==> src/sv/assert_macros.svh <==
// Assertion macros used by the sort engine RTL.
`ifndef ASSERT_MACROS_SVH
`define ASSERT_MACROS_SVH
`ifndef ASSERT_OFF
// Check that cons holds in every cycle in which ante holds.
`define QSE_ASSERT_IMP(lbl, clk, rstn, ante, cons) \
  lbl: assert property (@(posedge clk) disable iff (!rstn) (ante) |-> (cons)) \
    else $error("qse assertion failed");
// Check that expr never holds.
`define QSE_ASSERT_NEVER(lbl, clk, rstn, expr) \
  lbl: assert property (@(posedge clk) disable iff (!rstn) !(expr)) \
    else $error("qse assertion failed");
`else
`define QSE_ASSERT_IMP(lbl, clk, rstn, ante, cons)
`define QSE_ASSERT_NEVER(lbl, clk, rstn, expr)
`endif
`endif

==> src/sv/qse_pkg.sv <==
// Shared types and constants of the quicksort engine.
package qse_pkg;

  localparam int CAPACITY_DEF    = 64;
  localparam int VALUE_WIDTH_DEF = 32;
  localparam int DATA_W          = 32;
  localparam int CFG_DATA_W      = 32;
  localparam int CFG_ADDR_W      = 3;
  localparam int MODE_W          = 2;

  // Register index decode (byte address bit 2 selects the register).
  localparam logic REG_COMPARE_MODE = 1'b0;

  // Bits of the compare mode.
  localparam int MODE_SIGNED_BIT = 0;
  localparam int MODE_DESC_BIT   = 1;

  typedef enum logic [3:0] {
    ST_IDLE,
    ST_SORT_INIT,
    ST_POP,
    ST_POP_DATA,
    ST_PIVOT,
    ST_A_CMP,
    ST_B_CMP,
    ST_FINISH,
    ST_PUSH2,
    ST_EMIT_RD,
    ST_EMIT_LD
  } qse_state_t;

  typedef struct packed {
    logic precedes;
    logic follows;
  } qse_order_t;

endpackage

==> src/sv/qse_cmp.sv <==
// Shared order comparator: ranks both operands under the compare mode.
module qse_cmp import qse_pkg::*; #(
  parameter int VALUE_WIDTH = VALUE_WIDTH_DEF
) (
  input  logic [VALUE_WIDTH-1:0] a,
  input  logic [VALUE_WIDTH-1:0] b,
  input  logic [MODE_W-1:0]      mode,
  output qse_order_t             order
);

  logic [VALUE_WIDTH-1:0] flip;
  logic [VALUE_WIDTH-1:0] rank_a;
  logic [VALUE_WIDTH-1:0] rank_b;

  // Flip the sign bit for signed order, invert everything for descending.
  always_comb begin
    flip = '0;
    flip[VALUE_WIDTH-1] = mode[MODE_SIGNED_BIT];
    rank_a = a ^ flip;
    rank_b = b ^ flip;
    if (mode[MODE_DESC_BIT]) begin
      rank_a = ~rank_a;
      rank_b = ~rank_b;
    end
    order.precedes = rank_a < rank_b;
    order.follows  = rank_a > rank_b;
  end

endmodule

==> src/sv/qse_ctrl.sv <==
// Sort sequencer: element store, range stack, partition control, result register.
`include "assert_macros.svh"
module qse_ctrl import qse_pkg::*; #(
  parameter int CAPACITY    = CAPACITY_DEF,
  parameter int VALUE_WIDTH = VALUE_WIDTH_DEF
) (
  input  logic              clk,
  input  logic              rst_n,
  input  logic [MODE_W-1:0] mode,
  input  logic              in_valid,
  output logic              in_stall,
  input  logic [DATA_W-1:0] in_value,
  input  logic              in_last,
  output logic              out_valid,
  input  logic              out_stall,
  output logic [DATA_W-1:0] out_sorted_value,
  output logic              out_final_res,
  output logic              out_dropped
);

  localparam int AW        = $clog2(CAPACITY);
  localparam int CW        = $clog2(CAPACITY + 1);
  localparam int SW        = AW + CW;
  localparam int STACK_MAX = CAPACITY / 2;

  qse_state_t state_r, state_nxt;

  logic [VALUE_WIDTH-1:0] store_mem [CAPACITY];
  logic [SW-1:0]          stack_mem [CAPACITY];

  logic [VALUE_WIDTH-1:0] rd_data_r;
  logic [SW-1:0]          stk_data_r;

  logic [CW-1:0] count_r, count_nxt;
  logic          ovf_r, ovf_nxt;
  logic          drop_r, drop_nxt;
  logic [CW-1:0] sp_r, sp_nxt;
  logic [AW-1:0] lo_r, lo_nxt;
  logic [CW-1:0] hi_r, hi_nxt;
  logic [AW-1:0] left_r, left_nxt;
  logic [AW-1:0] right_r, right_nxt;
  logic [AW-1:0] k_r, k_nxt;
  logic [VALUE_WIDTH-1:0] pivot_r, pivot_nxt;

  logic              out_valid_r, out_valid_nxt;
  logic [DATA_W-1:0] out_data_r, out_data_nxt;
  logic              out_final_r, out_final_nxt;
  logic              out_drop_r, out_drop_nxt;

  logic                   mem_we, mem_re;
  logic [AW-1:0]          mem_wa, mem_ra;
  logic [VALUE_WIDTH-1:0] mem_wd;
  logic                   stk_we, stk_re;
  logic [AW-1:0]          stk_wa, stk_ra;
  logic [SW-1:0]          stk_wd;

  logic [VALUE_WIDTH-1:0] in_ext;
  logic [DATA_W-1:0]      out_word;
  logic [AW-1:0]          left_inc, right_dec;
  logic [CW-1:0]          sp_dec;
  qse_order_t             order;

  generate
    if (VALUE_WIDTH > DATA_W) begin : g_wide
      assign in_ext   = {{(VALUE_WIDTH - DATA_W){1'b0}}, in_value};
      assign out_word = rd_data_r[DATA_W-1:0];
    end else if (VALUE_WIDTH == DATA_W) begin : g_equal
      assign in_ext   = in_value;
      assign out_word = rd_data_r;
    end else begin : g_narrow
      assign in_ext   = in_value[VALUE_WIDTH-1:0];
      assign out_word = {{(DATA_W - VALUE_WIDTH){1'b0}}, rd_data_r};
    end
  endgenerate

  qse_cmp #(.VALUE_WIDTH(VALUE_WIDTH)) u_cmp (
    .a     (rd_data_r),
    .b     (pivot_r),
    .mode  (mode),
    .order (order)
  );

  assign left_inc  = left_r + AW'(1);
  assign right_dec = right_r - AW'(1);
  assign sp_dec    = sp_r - CW'(1);

  assign in_stall         = (state_r != ST_IDLE);
  assign out_valid        = out_valid_r;
  assign out_sorted_value = out_data_r;
  assign out_final_res    = out_final_r;
  assign out_dropped      = out_drop_r;

  always_ff @(posedge clk) begin
    if (mem_we) begin
      store_mem[mem_wa] <= mem_wd;
    end
    if (mem_re) begin
      rd_data_r <= store_mem[mem_ra];
    end
  end

  always_ff @(posedge clk) begin
    if (stk_we) begin
      stack_mem[stk_wa] <= stk_wd;
    end
    if (stk_re) begin
      stk_data_r <= stack_mem[stk_ra];
    end
  end

  always_ff @(posedge clk) begin
    if (!rst_n) begin
      state_r     <= ST_IDLE;
      count_r     <= '0;
      ovf_r       <= 1'b0;
      drop_r      <= 1'b0;
      sp_r        <= '0;
      lo_r        <= '0;
      hi_r        <= '0;
      left_r      <= '0;
      right_r     <= '0;
      k_r         <= '0;
      pivot_r     <= '0;
      out_valid_r <= 1'b0;
    end else begin
      state_r     <= state_nxt;
      count_r     <= count_nxt;
      ovf_r       <= ovf_nxt;
      drop_r      <= drop_nxt;
      sp_r        <= sp_nxt;
      lo_r        <= lo_nxt;
      hi_r        <= hi_nxt;
      left_r      <= left_nxt;
      right_r     <= right_nxt;
      k_r         <= k_nxt;
      pivot_r     <= pivot_nxt;
      out_valid_r <= out_valid_nxt;
    end
  end

  always_ff @(posedge clk) begin
    out_data_r  <= out_data_nxt;
    out_final_r <= out_final_nxt;
    out_drop_r  <= out_drop_nxt;
  end

  always_comb begin
    state_nxt = state_r;
    count_nxt = count_r;
    ovf_nxt   = ovf_r;
    drop_nxt  = drop_r;
    sp_nxt    = sp_r;
    lo_nxt    = lo_r;
    hi_nxt    = hi_r;
    left_nxt  = left_r;
    right_nxt = right_r;
    k_nxt     = k_r;
    pivot_nxt = pivot_r;

    out_valid_nxt = out_valid_r && out_stall;
    out_data_nxt  = out_data_r;
    out_final_nxt = out_final_r;
    out_drop_nxt  = out_drop_r;

    mem_we = 1'b0;
    mem_wa = left_r;
    mem_wd = rd_data_r;
    mem_re = 1'b0;
    mem_ra = right_dec;
    stk_we = 1'b0;
    stk_wa = sp_r[AW-1:0];
    stk_wd = {lo_r, CW'(left_r)};
    stk_re = 1'b0;
    stk_ra = sp_dec[AW-1:0];

    unique case (state_r)
      ST_IDLE: begin
        if (in_valid) begin
          if (count_r < CW'(CAPACITY)) begin
            mem_we    = 1'b1;
            mem_wa    = count_r[AW-1:0];
            mem_wd    = in_ext;
            count_nxt = count_r + CW'(1);
          end else begin
            ovf_nxt = 1'b1;
          end
          if (in_last) begin
            drop_nxt  = ovf_r || (count_r == CW'(CAPACITY));
            state_nxt = ST_SORT_INIT;
          end
        end
      end
      ST_SORT_INIT: begin
        sp_nxt = '0;
        if (count_r >= CW'(2)) begin
          stk_we = 1'b1;
          stk_wa = '0;
          stk_wd = {AW'(0), count_r};
          sp_nxt = CW'(1);
        end
        state_nxt = ST_POP;
      end
      ST_POP: begin
        if (sp_r == '0) begin
          k_nxt     = '0;
          state_nxt = ST_EMIT_RD;
        end else begin
          sp_nxt    = sp_dec;
          stk_re    = 1'b1;
          state_nxt = ST_POP_DATA;
        end
      end
      ST_POP_DATA: begin
        lo_nxt = stk_data_r[SW-1:CW];
        hi_nxt = stk_data_r[CW-1:0];
        if (CW'(stk_data_r[SW-1:CW]) + CW'(1) >= stk_data_r[CW-1:0]) begin
          state_nxt = ST_POP;
        end else begin
          mem_re    = 1'b1;
          mem_ra    = stk_data_r[SW-1:CW];
          state_nxt = ST_PIVOT;
        end
      end
      ST_PIVOT: begin
        // Hole opens at the low end; scan down from the top of the range.
        pivot_nxt = rd_data_r;
        left_nxt  = lo_r;
        right_nxt = AW'(hi_r - CW'(1));
        mem_re    = 1'b1;
        mem_ra    = AW'(hi_r - CW'(1));
        state_nxt = ST_A_CMP;
      end
      ST_A_CMP: begin
        if (!order.precedes) begin
          right_nxt = right_dec;
          if (right_dec == left_r) begin
            state_nxt = ST_FINISH;
          end else begin
            mem_re = 1'b1;
            mem_ra = right_dec;
          end
        end else begin
          // Fill the hole at left, move the hole to right.
          mem_we   = 1'b1;
          mem_wa   = left_r;
          left_nxt = left_inc;
          if (left_inc == right_r) begin
            state_nxt = ST_FINISH;
          end else begin
            mem_re    = 1'b1;
            mem_ra    = left_inc;
            state_nxt = ST_B_CMP;
          end
        end
      end
      ST_B_CMP: begin
        if (!order.follows) begin
          left_nxt = left_inc;
          if (left_inc == right_r) begin
            state_nxt = ST_FINISH;
          end else begin
            mem_re = 1'b1;
            mem_ra = left_inc;
          end
        end else begin
          // Fill the hole at right, move the hole to left.
          mem_we    = 1'b1;
          mem_wa    = right_r;
          right_nxt = right_dec;
          if (right_dec == left_r) begin
            state_nxt = ST_FINISH;
          end else begin
            mem_re    = 1'b1;
            mem_ra    = right_dec;
            state_nxt = ST_A_CMP;
          end
        end
      end
      ST_FINISH: begin
        mem_we = 1'b1;
        mem_wa = left_r;
        mem_wd = pivot_r;
        if (CW'(left_r) - CW'(lo_r) >= CW'(2)) begin
          stk_we = 1'b1;
          stk_wd = {lo_r, CW'(left_r)};
          sp_nxt = sp_r + CW'(1);
        end
        state_nxt = ST_PUSH2;
      end
      ST_PUSH2: begin
        if (hi_r - CW'(left_r) > CW'(2)) begin
          stk_we = 1'b1;
          stk_wd = {left_inc, hi_r};
          sp_nxt = sp_r + CW'(1);
        end
        state_nxt = ST_POP;
      end
      ST_EMIT_RD: begin
        if (!out_valid_r || !out_stall) begin
          mem_re    = 1'b1;
          mem_ra    = k_r;
          state_nxt = ST_EMIT_LD;
        end
      end
      ST_EMIT_LD: begin
        out_valid_nxt = 1'b1;
        out_data_nxt  = out_word;
        out_final_nxt = (CW'(k_r) + CW'(1) == count_r);
        out_drop_nxt  = drop_r;
        if (CW'(k_r) + CW'(1) == count_r) begin
          count_nxt = '0;
          ovf_nxt   = 1'b0;
          state_nxt = ST_IDLE;
        end else begin
          k_nxt     = k_r + AW'(1);
          state_nxt = ST_EMIT_RD;
        end
      end
      default: begin
        state_nxt = ST_IDLE;
      end
    endcase
  end

  `QSE_ASSERT_NEVER(a_stack_bound, clk, rst_n, sp_r > CW'(STACK_MAX))
  `QSE_ASSERT_IMP(a_scan_order, clk, rst_n,
    (state_r == ST_A_CMP || state_r == ST_B_CMP), left_r < right_r)
  `QSE_ASSERT_IMP(a_out_free, clk, rst_n, state_r == ST_EMIT_LD, !out_valid_r)
  `QSE_ASSERT_IMP(a_emit_range, clk, rst_n,
    (state_r == ST_EMIT_RD || state_r == ST_EMIT_LD), CW'(k_r) < count_r)

endmodule

==> src/sv/quicksort_engine.sv <==
// Top level of the quicksort engine: configuration port and sort sequencer.
//
// Usage:
//  - Input channel (in_valid/in_stall, in_value, in_last): one value per item,
//    accepted in one cycle each while the engine is loading. An item with
//    in_last high closes the set; the engine then sorts and stalls input.
//  - Up to CAPACITY values are kept; later values of the same set are
//    discarded, and every result of that set carries out_dropped high.
//  - Sorting runs on one comparator and a one-read, one-write element store.
//    Each range is popped from the stack and partitioned about its first
//    value by compare steps; each part of two or more values is pushed back.
//  - Results (out_valid/out_stall, out_sorted_value, out_final_res,
//    out_dropped) leave in sorted order, each read from the store and then
//    held in an output register; out_final_res marks the last one.
//  - A stalled result holds in the output register; the sequencer waits.
//    Input is accepted again once the last result is in the register.
//  - compare_mode (byte address 0) selects signed/unsigned and direction;
//    write it only while the engine is idle.
//  - Synchronous reset clears the mode, the fill count and the output valid.
module quicksort_engine import qse_pkg::*; #(
  parameter int CAPACITY    = CAPACITY_DEF,
  parameter int VALUE_WIDTH = VALUE_WIDTH_DEF
) (
  input  logic                  clk,
  input  logic                  rst_n,
  input  logic                  cfg_psel,
  input  logic                  cfg_penable,
  input  logic                  cfg_pwrite,
  input  logic [CFG_ADDR_W-1:0] cfg_paddr,
  input  logic [CFG_DATA_W-1:0] cfg_pwdata,
  output logic [CFG_DATA_W-1:0] cfg_prdata,
  output logic                  cfg_pready,
  input  logic                  in_valid,
  output logic                  in_stall,
  input  logic [DATA_W-1:0]     in_value,
  input  logic                  in_last,
  output logic                  out_valid,
  input  logic                  out_stall,
  output logic [DATA_W-1:0]     out_sorted_value,
  output logic                  out_final_res,
  output logic                  out_dropped
);

  logic [MODE_W-1:0] mode_r, mode_nxt;
  logic              cfg_wr;
  logic              cfg_sel_mode;

  // Register select is byte address bit 2; everything else decodes to nothing.
  assign cfg_pready   = 1'b1;
  assign cfg_sel_mode = (cfg_paddr[2] == REG_COMPARE_MODE);
  assign cfg_wr       = cfg_psel && cfg_penable && cfg_pwrite && cfg_pready;

  always_comb begin
    mode_nxt = mode_r;
    if (cfg_wr && cfg_sel_mode) begin
      mode_nxt = cfg_pwdata[MODE_W-1:0];
    end
  end

  always_ff @(posedge clk) begin
    if (!rst_n) begin
      mode_r <= '0;
    end else begin
      mode_r <= mode_nxt;
    end
  end

  // Read back the mode; unused addresses read as zero.
  assign cfg_prdata = cfg_sel_mode ? CFG_DATA_W'(mode_r) : '0;

  qse_ctrl #(
    .CAPACITY    (CAPACITY),
    .VALUE_WIDTH (VALUE_WIDTH)
  ) u_ctrl (
    .clk              (clk),
    .rst_n            (rst_n),
    .mode             (mode_r),
    .in_valid         (in_valid),
    .in_stall         (in_stall),
    .in_value         (in_value),
    .in_last          (in_last),
    .out_valid        (out_valid),
    .out_stall        (out_stall),
    .out_sorted_value (out_sorted_value),
    .out_final_res    (out_final_res),
    .out_dropped      (out_dropped)
  );

endmodule

==> config.mk <==
export PLATFORM = sky130hd
export DESIGN_NAME = quicksort_engine
export DESIGN_NICKNAME = d
export VERILOG_FILES = /design/src/sv/qse_pkg.sv /design/src/sv/qse_cmp.sv /design/src/sv/qse_ctrl.sv /design/src/sv/quicksort_engine.sv
export VERILOG_INCLUDE_DIRS = /design/src /design/src/sv
export SDC_FILE = /design/constraint.sdc
export NUM_CORES = 2
export LEC_CHECK = 0
export ABC_AREA = 1
export BUFFER_PORTS_ARGS = -buffer_cell sky130_fd_sc_hd__buf_2
export CAP_MARGIN = 20
export CORE_ASPECT_RATIO = 1.2
export CORE_MARGIN = 3
export CORE_UTILIZATION = 45
export DETAILED_ROUTE_END_ITERATION = 12
export PLACE_DENSITY = 0.61
export REMOVE_ABC_BUFFERS = 1
export SYNTH_ARGS = -nofsm -noshare
export SYNTH_HDL_FRONTEND = slang
export SYNTH_HIERARCHICAL = 1
export SYNTH_SLANG_ARGS = --single-unit
==> constraint.sdc <==
create_clock -name clk -period 5.2 [get_ports clk]
set_input_delay 0 -clock clk [delete_from_list [all_inputs] [get_ports clk]]
set_output_delay 0 -clock clk [all_outputs]
set_load 0.01 [all_outputs]
Word-level counts from Yosys, hierarchy flattened

Memory sizes are Yosys's and may differ from the RTL's. A register that Yosys moved wholly into a read port is not among the register bits.
Index checks and enable logic that the tools add are counted.

Add/sub/neg operators: 11
Order comparisons: 7
Equal/unequal tests: 31
Multiplexer cells: 79
Bitwise logic cells: 5
Reductions and logical operators: 24

Operators by type and width:

| operator                                                               | number |
|---|---|
| 32-bit 2-to-1 mux                                                      | 4 |
| 6-bit 2-to-1 mux                                                       | 16 |
| 32-bit inverter                                                        | 2 |
| 32-bit case mux with 2 select lines                                    | 1 |
| 32-bit XOR                                                             | 2 |
| 7-bit 2-to-1 mux                                                       | 6 |
| 4-bit case mux with 10 select lines                                    | 1 |
| 4-bit 2-to-1 mux                                                       | 9 |
| 6-bit case mux with 3 select lines                                     | 2 |
| 32-bit > comparator                                                    | 1 |
| 32-bit < comparator                                                    | 1 |
| 6-bit case mux with 5 select lines                                     | 1 |
| 7-bit case mux with 4 select lines                                     | 1 |
| 13-bit 2-to-1 mux                                                      | 2 |
| 13-bit case mux with 2 select lines                                    | 1 |
| 1-bit 2-to-1 mux                                                       | 25 |
| 6-bit case mux with 2 select lines                                     | 2 |
| 4-bit by 3-bit equality test with 1-bit output (second input constant) | 4 |
| 2-bit by 1-bit != test with 1-bit output (second input constant)       | 8 |
| 6-bit by 1-bit adder with 7-bit output (second input constant)         | 2 |
| 7-bit by 1-bit adder with 7-bit output (second input constant)         | 2 |
| 7-bit by 2-bit >= comparator with 1-bit output (second input constant) | 2 |
| 2-bit != test (second input constant)                                  | 7 |
| 7-bit case mux with 2 select lines                                     | 1 |
| other kinds (34)                                                       | 54 |

Register bits: 120
RAM bits: 2880
Input bits: 75
Output and inout port bits: 69
Word-level logic and storage cells: 175
Memories: 2

Memory list:

| name             | words | width | read ports | clocked after memory_dff | write ports | line           | text |
|---|---|---|---|---|---|---|---|
| u_ctrl.store_mem | 64    | 32    | 1          | 1                        | 1           | qse_ctrl.sv:28 | `logic [VALUE_WIDTH-1:0] store_mem [CAPACITY];` |
| u_ctrl.stack_mem | 64    | 13    | 1          | 1                        | 1           | qse_ctrl.sv:29 | `logic [SW-1:0] stack_mem [CAPACITY];` |

Logic depth before layout (Yosys ltp)

Depth after elaboration: 8
Mapped depth: 34

By module

Netlist, hierarchy kept.

By module, submodules not included:

| module           | times used | cells each | area each (um2) | sequential area each (um2) |
|---|---|---|---|---|
| qse_ctrl         | 1          | 11302      | 130004.7        | 90536.8 |
| qse_cmp          | 1          | 181        | 1372.6          | 0.0 |
| quicksort_engine | 1          | 56         | 366.6           | 40.0 |

Worst setup path after synthesis

Ideal clock, no wire load.

Path kind: register to register
Start: register mode_r[1]
End: memory u_ctrl/store_mem[10][0] (netlist name) (enable)
Data arrival time: 4.283 ns
Path slack: 0.495 ns
Cell stages (with the launch flop): 20
Period minus slack after synthesis: 4.705 ns
Cells stage by stage: dfxtp_1 buf_2 xnor2_1 xor2_1 ha_1 nand2_1 nor2_2 and2_4 nand3_2 clkinv_1 nand2_1 a21oi_1 nor2_1 inv_1 o211ai_1 a221oi_1 inv_1 nor2_1 nand3_1 nor2_1

RTL lines:

| item                   | line                   | text |
|---|---|---|
| from (decl)            | quicksort_engine.sv:44 | `logic [MODE_W-1:0] mode_r, mode_nxt;` |
| from (signal assigned) | quicksort_engine.sv:64 | `mode_r <= mode_nxt;` |
| to (decl)              | qse_ctrl.sv:28         |  |

==> run_results.csv <==
group,metric,value,unit
setup_path,crit_arrival,5.66,ns
placement,pre_cts_ws,-0.303,ns
drt,wl_per_cell,24.0,microns
cells_and_area,drive_gt1_share,12.3,%
sta,hold_ws,0.0766,ns
setup_path,endpoint_kind,"register",
pwr,p_comb_share,9.3,%
global_routing,grt_pass1_vias,88700,
sta,max_freq,198,MHz
cells_and_area,stdcell_count,16100,
placement,dp_hpwl,238000,microns
setup_path,rrSetupSlack,0.16,ns
clock_tree,cts_root_buf,"clkbuf_16",
floorplanning,die_w,500,microns
worst_hold_path,hold_path_class,"in -> reg",
yosys,avgSynthCellArea,11.4,sq um
floorplanning,start_util,45.2,%
setup_path,crit_type,"reg -> reg",
sta,rsz0062_at_grt,"yes",
drt,drtIter0Drc,9779,
sta,finalClockSkew,0.0935,ns
global_routing,grt.overflow.total,0,
worst_hold_path,min_path_cells,3,
setup_path,startpoint_type,"register",
clock_tree,clkSinkCount,3045,
yosys,synth_area_leader_cell,"edfxtp_1",
sta,hold_viol_final,0,
drt,drt.antenna.violating_nets,0,
clock_tree,htree_levels,5,
placement,portBuffers,80,
pwr,p_switching,12900,uW
setup_path,r2r_end,"u_ctrl/out_word[4]$_DFFE_PP_",
worst_hold_path,hold_end,"u_ctrl/store_mem[44][22]$_DFFE_PP_",
pwr,vdd_drop_max,0.000307,V
cells_and_area,nets,12100,
yosys,synth.top_cell.area_share,67.4,%
drt,wl,385000,microns
sta,fin_crit_sh,96.9,%
drt,vias,91200,
cells_and_area,syn_to_final_growth,17.2,%
clock_tree,clkTransAtPathRegs,0.06,ns
flow_run,cap_violations,0,
pwr,internal-power,41000,uW
placement,dpl.cell_count,15400,
floorplanning,design.core.area,0.291,sq mm
sta,slew_headroom,25.3,%
pwr,powerDensity,349,mW/mm^2
pwr,p_sw_share,24.0,%
yosys,synth_edf_count,2959,
worst_hold_path,min-delay-start,"in_value[22]",
clock_tree,cts_buffers,313,
setup_path,worst_r2r_path_depth,27,
pwr,clock_power_share,40.1,%
setup_path,critPathRequiredTime,5.82,ns
sta,setup_tns,0,ns
floorplanning,io_pins,144,
floorplanning,die-area,0.299,sq mm
drt,avgViaCountPerCell,5.68,
clock_tree,cts_tree,"done",
yosys,yosysWarnings,6,
yosys,ys.flop_type,"edfxtp_1",
global_routing,grt_pass1_wl,569000,microns
global_routing,track_usage,25.0,%
sta,finalCriticalPeriod,5.04,ns
yosys,synth.area.top_cells,"edfxtp_1, nand3_1, nand2_1",
sta,slew_violations,0,
global_routing,grt_max_degree,163,
yosys,netlist_area,0.132,sq mm
pwr,seq_power_share,50.6,%
drt,route.detailed.drc,0,
clock_tree,clk_latency,0.91,ns
drt,dr.pass1.iters,6,
yosys,synth_seq_cells,3045,
sta,worst_pin_slew,1.11,ns
setup_path,startpoint,"mode_r[1]$_SDFFE_PN0P_",
setup_path,path_max_fanout,21,
floorplanning,num_rows,217,
run_status,status,"complete, no violations",
sta,setup_viol,0,
pwr,leakagePower,0.0575,uW
yosys,ys_seq_area_share,68.8,%
floorplanning,die_y,599,microns
yosys,yosysUniqueCellTypes,51,
placement,gp_congestion,0.893,
yosys,async_reset_ff_share,0,%
setup_path,reg2reg_from,"mode_r[1]$_SDFFE_PN0P_",
yosys,syn_inst,11500,
global_routing,grt_antenna_before_repair,5,
clock_tree,clockBufferDepth,4,
sta,setup_ws,0.160,ns
## power by group through the flow
stage,clock (uW),combinational [uW],sequential [uW]
after floorplan,0,2770,27900
after global placement,0,4800,27800
after detailed placement,0,4890,27800
after CTS,22000,4940,27300
after global routing,23000,5360,27300
final,21600,5000,27300
## layer usage
layer | vias up | GRT usage (%) | share of wire (%)
li1 | 41500 | - | -
met1 | 45100 | 32.0 | 39
met2 | 3850 | 42.3 | 49
met3 | 795 | 3.51 | 7.1
met4 | 0 | 11.4 | 4.8
met5 | - | 0 | 0
## critical path: stages (launching register included)
cell and delay (ns):
dfxtp_4 0.46, buf_12 0.21, xor2_1 0.09, ha_1 0.30, nand2_1 0.08, nor2_2 0.31
buf_4 0.17, and2_4 0.17, nand3_2 0.09, buf_4 0.15, nor3b_2 0.19, buf_4 0.15
a21oi_4 0.05, nor2_1 0.15, inv_1 0.09, nand2_2 0.11, nand2_1 0.12, buf_4 0.17
o221ai_1 0.22, nand2_1 0.15, nand2_4 0.19, inv_6 0.11, buf_12 0.20, buf_12 0.20
nand3_1 0.11, nand3_1 0.18, nand3_1 0.20, nand2_1 0.08
## area by class of cell
class / count / area (sq um)
diodes: 5 / 12.5
clock buffers: 381 / 8230
clock inverters: 170 / 1450
fillers: 24400 / 137000
inverters: 944 / 3560
multi-input cells: 6787 / 35200
flip-flops and latches: 3045 / 90600
well taps: 3832 / 4790
repair buffers: 899 / 10600
## cells in the mapped netlist (all sizes together) (24+ instances only)
library cell / instances
nand3: 2378
o21ai: 305
ha: 61
inv: 936
dfxtp: 86
o221ai: 148
xnor2: 38
nor2: 649
buf: 478
o211ai: 61
nand2: 2279
nand3b: 384
o32ai: 58
a21oi: 88
edfxtp: 2959
o22ai: 24
mux2i: 142
clkbuf: 314
xor2: 50
## stage by stage
step / total power (uW) / utilization, % / instance area (sq um)
after floorplan: 30700 / - / 128000
final: 53900 / 53.0 / 154000
after global routing: 55600 / 53.0 / 154000
after CTS: 54300 / 52.8 / 154000
after detailed placement: 32700 / 49.3 / 143000
after global placement: 32600 / 49.2 / 143000
## cell usage in the layout (no fill, tap or decap), types with 12 or more instances in the layout
cell	Yosys	layout
edfxtp_1	2959	2959
nand3_1	2374	2301
nand2_1	2272	2269
inv_1	924	920
nor2_1	644	574
buf_4	63	470
nand3b_1	384	384
clkbuf_16	0	326
o21ai_0	298	296
buf_12	0	273
o221ai_1	148	146
mux2i_1	142	142
dfxtp_1	86	84
a21oi_1	86	82
clkinv_1	8	79
buf_2	361	79
nand3_2	4	74
nor2_4	1	68
o211ai_1	61	61
ha_1	61	60
clkbuf_1	314	58
o32ai_1	58	58
clkinv_2	0	53
xor2_1	50	48
xnor2_1	38	36
dlygate4sd3_1	0	35
conb_1	2	31
bufinv_16	0	21
nor3_1	21	21
nand4_1	18	18
o22ai_1	24	18
buf_6	16	16
inv_2	12	12
buf_16	0	12
## flip-flops by register name (all words and copies together) (netlist names), 13 cells and up
name / flops
u_ctrl/out_word: 32
u_ctrl/store_mem: 2048
u_ctrl/stack_mem: 832
u_ctrl/stk_data_r: 13
u_ctrl/out_sorted_value: 32
u_ctrl/pivot_r: 32
## what timing repair did
action,in CTS,in global routing
endpoints found under the setup margin,1116,1439
buffers inserted,4,10
endpoints found under the hold margin,555,80
gates resized for setup,17,77
gates cloned,2,8
pin swaps,0,4
hold buffers,33,2
## worst max path at each step
stage / end / slack (ns) / cells after the start
detailed placement: u_ctrl/out_word[19]$_DFFE_PP_ / -0.30 / 31
floorplan: u_ctrl/out_word[0]$_DFFE_PP_ / -31.13 / 23
finish: u_ctrl/out_word[4]$_DFFE_PP_ / 0.16 / 27
global route: u_ctrl/out_word[5]$_DFFE_PP_ / -0.05 / 34
CTS: u_ctrl/store_mem[49][25]$_DFFE_PP_ / 0.06 / 24
global placement: u_ctrl/out_word[19]$_DFFE_PP_ / -0.31 / 31
## kinds of logic after synthesis
| kind of cell | share of synthesized area (%) |
|---|---|
| AOI/OAI and AO/OA | 3.59 |
| DFF | 68.8 |
| xor gates and xnor gates | 0.585 |
| and+or+nand+nor | 19.8 |
| muxes | 1.08 |
| buffers and inverters | 5.56 |
| other | 0.00570 |
| adders and majority gates | 0.610 |
No activity file was read; power rests on OpenSTA's default activity.
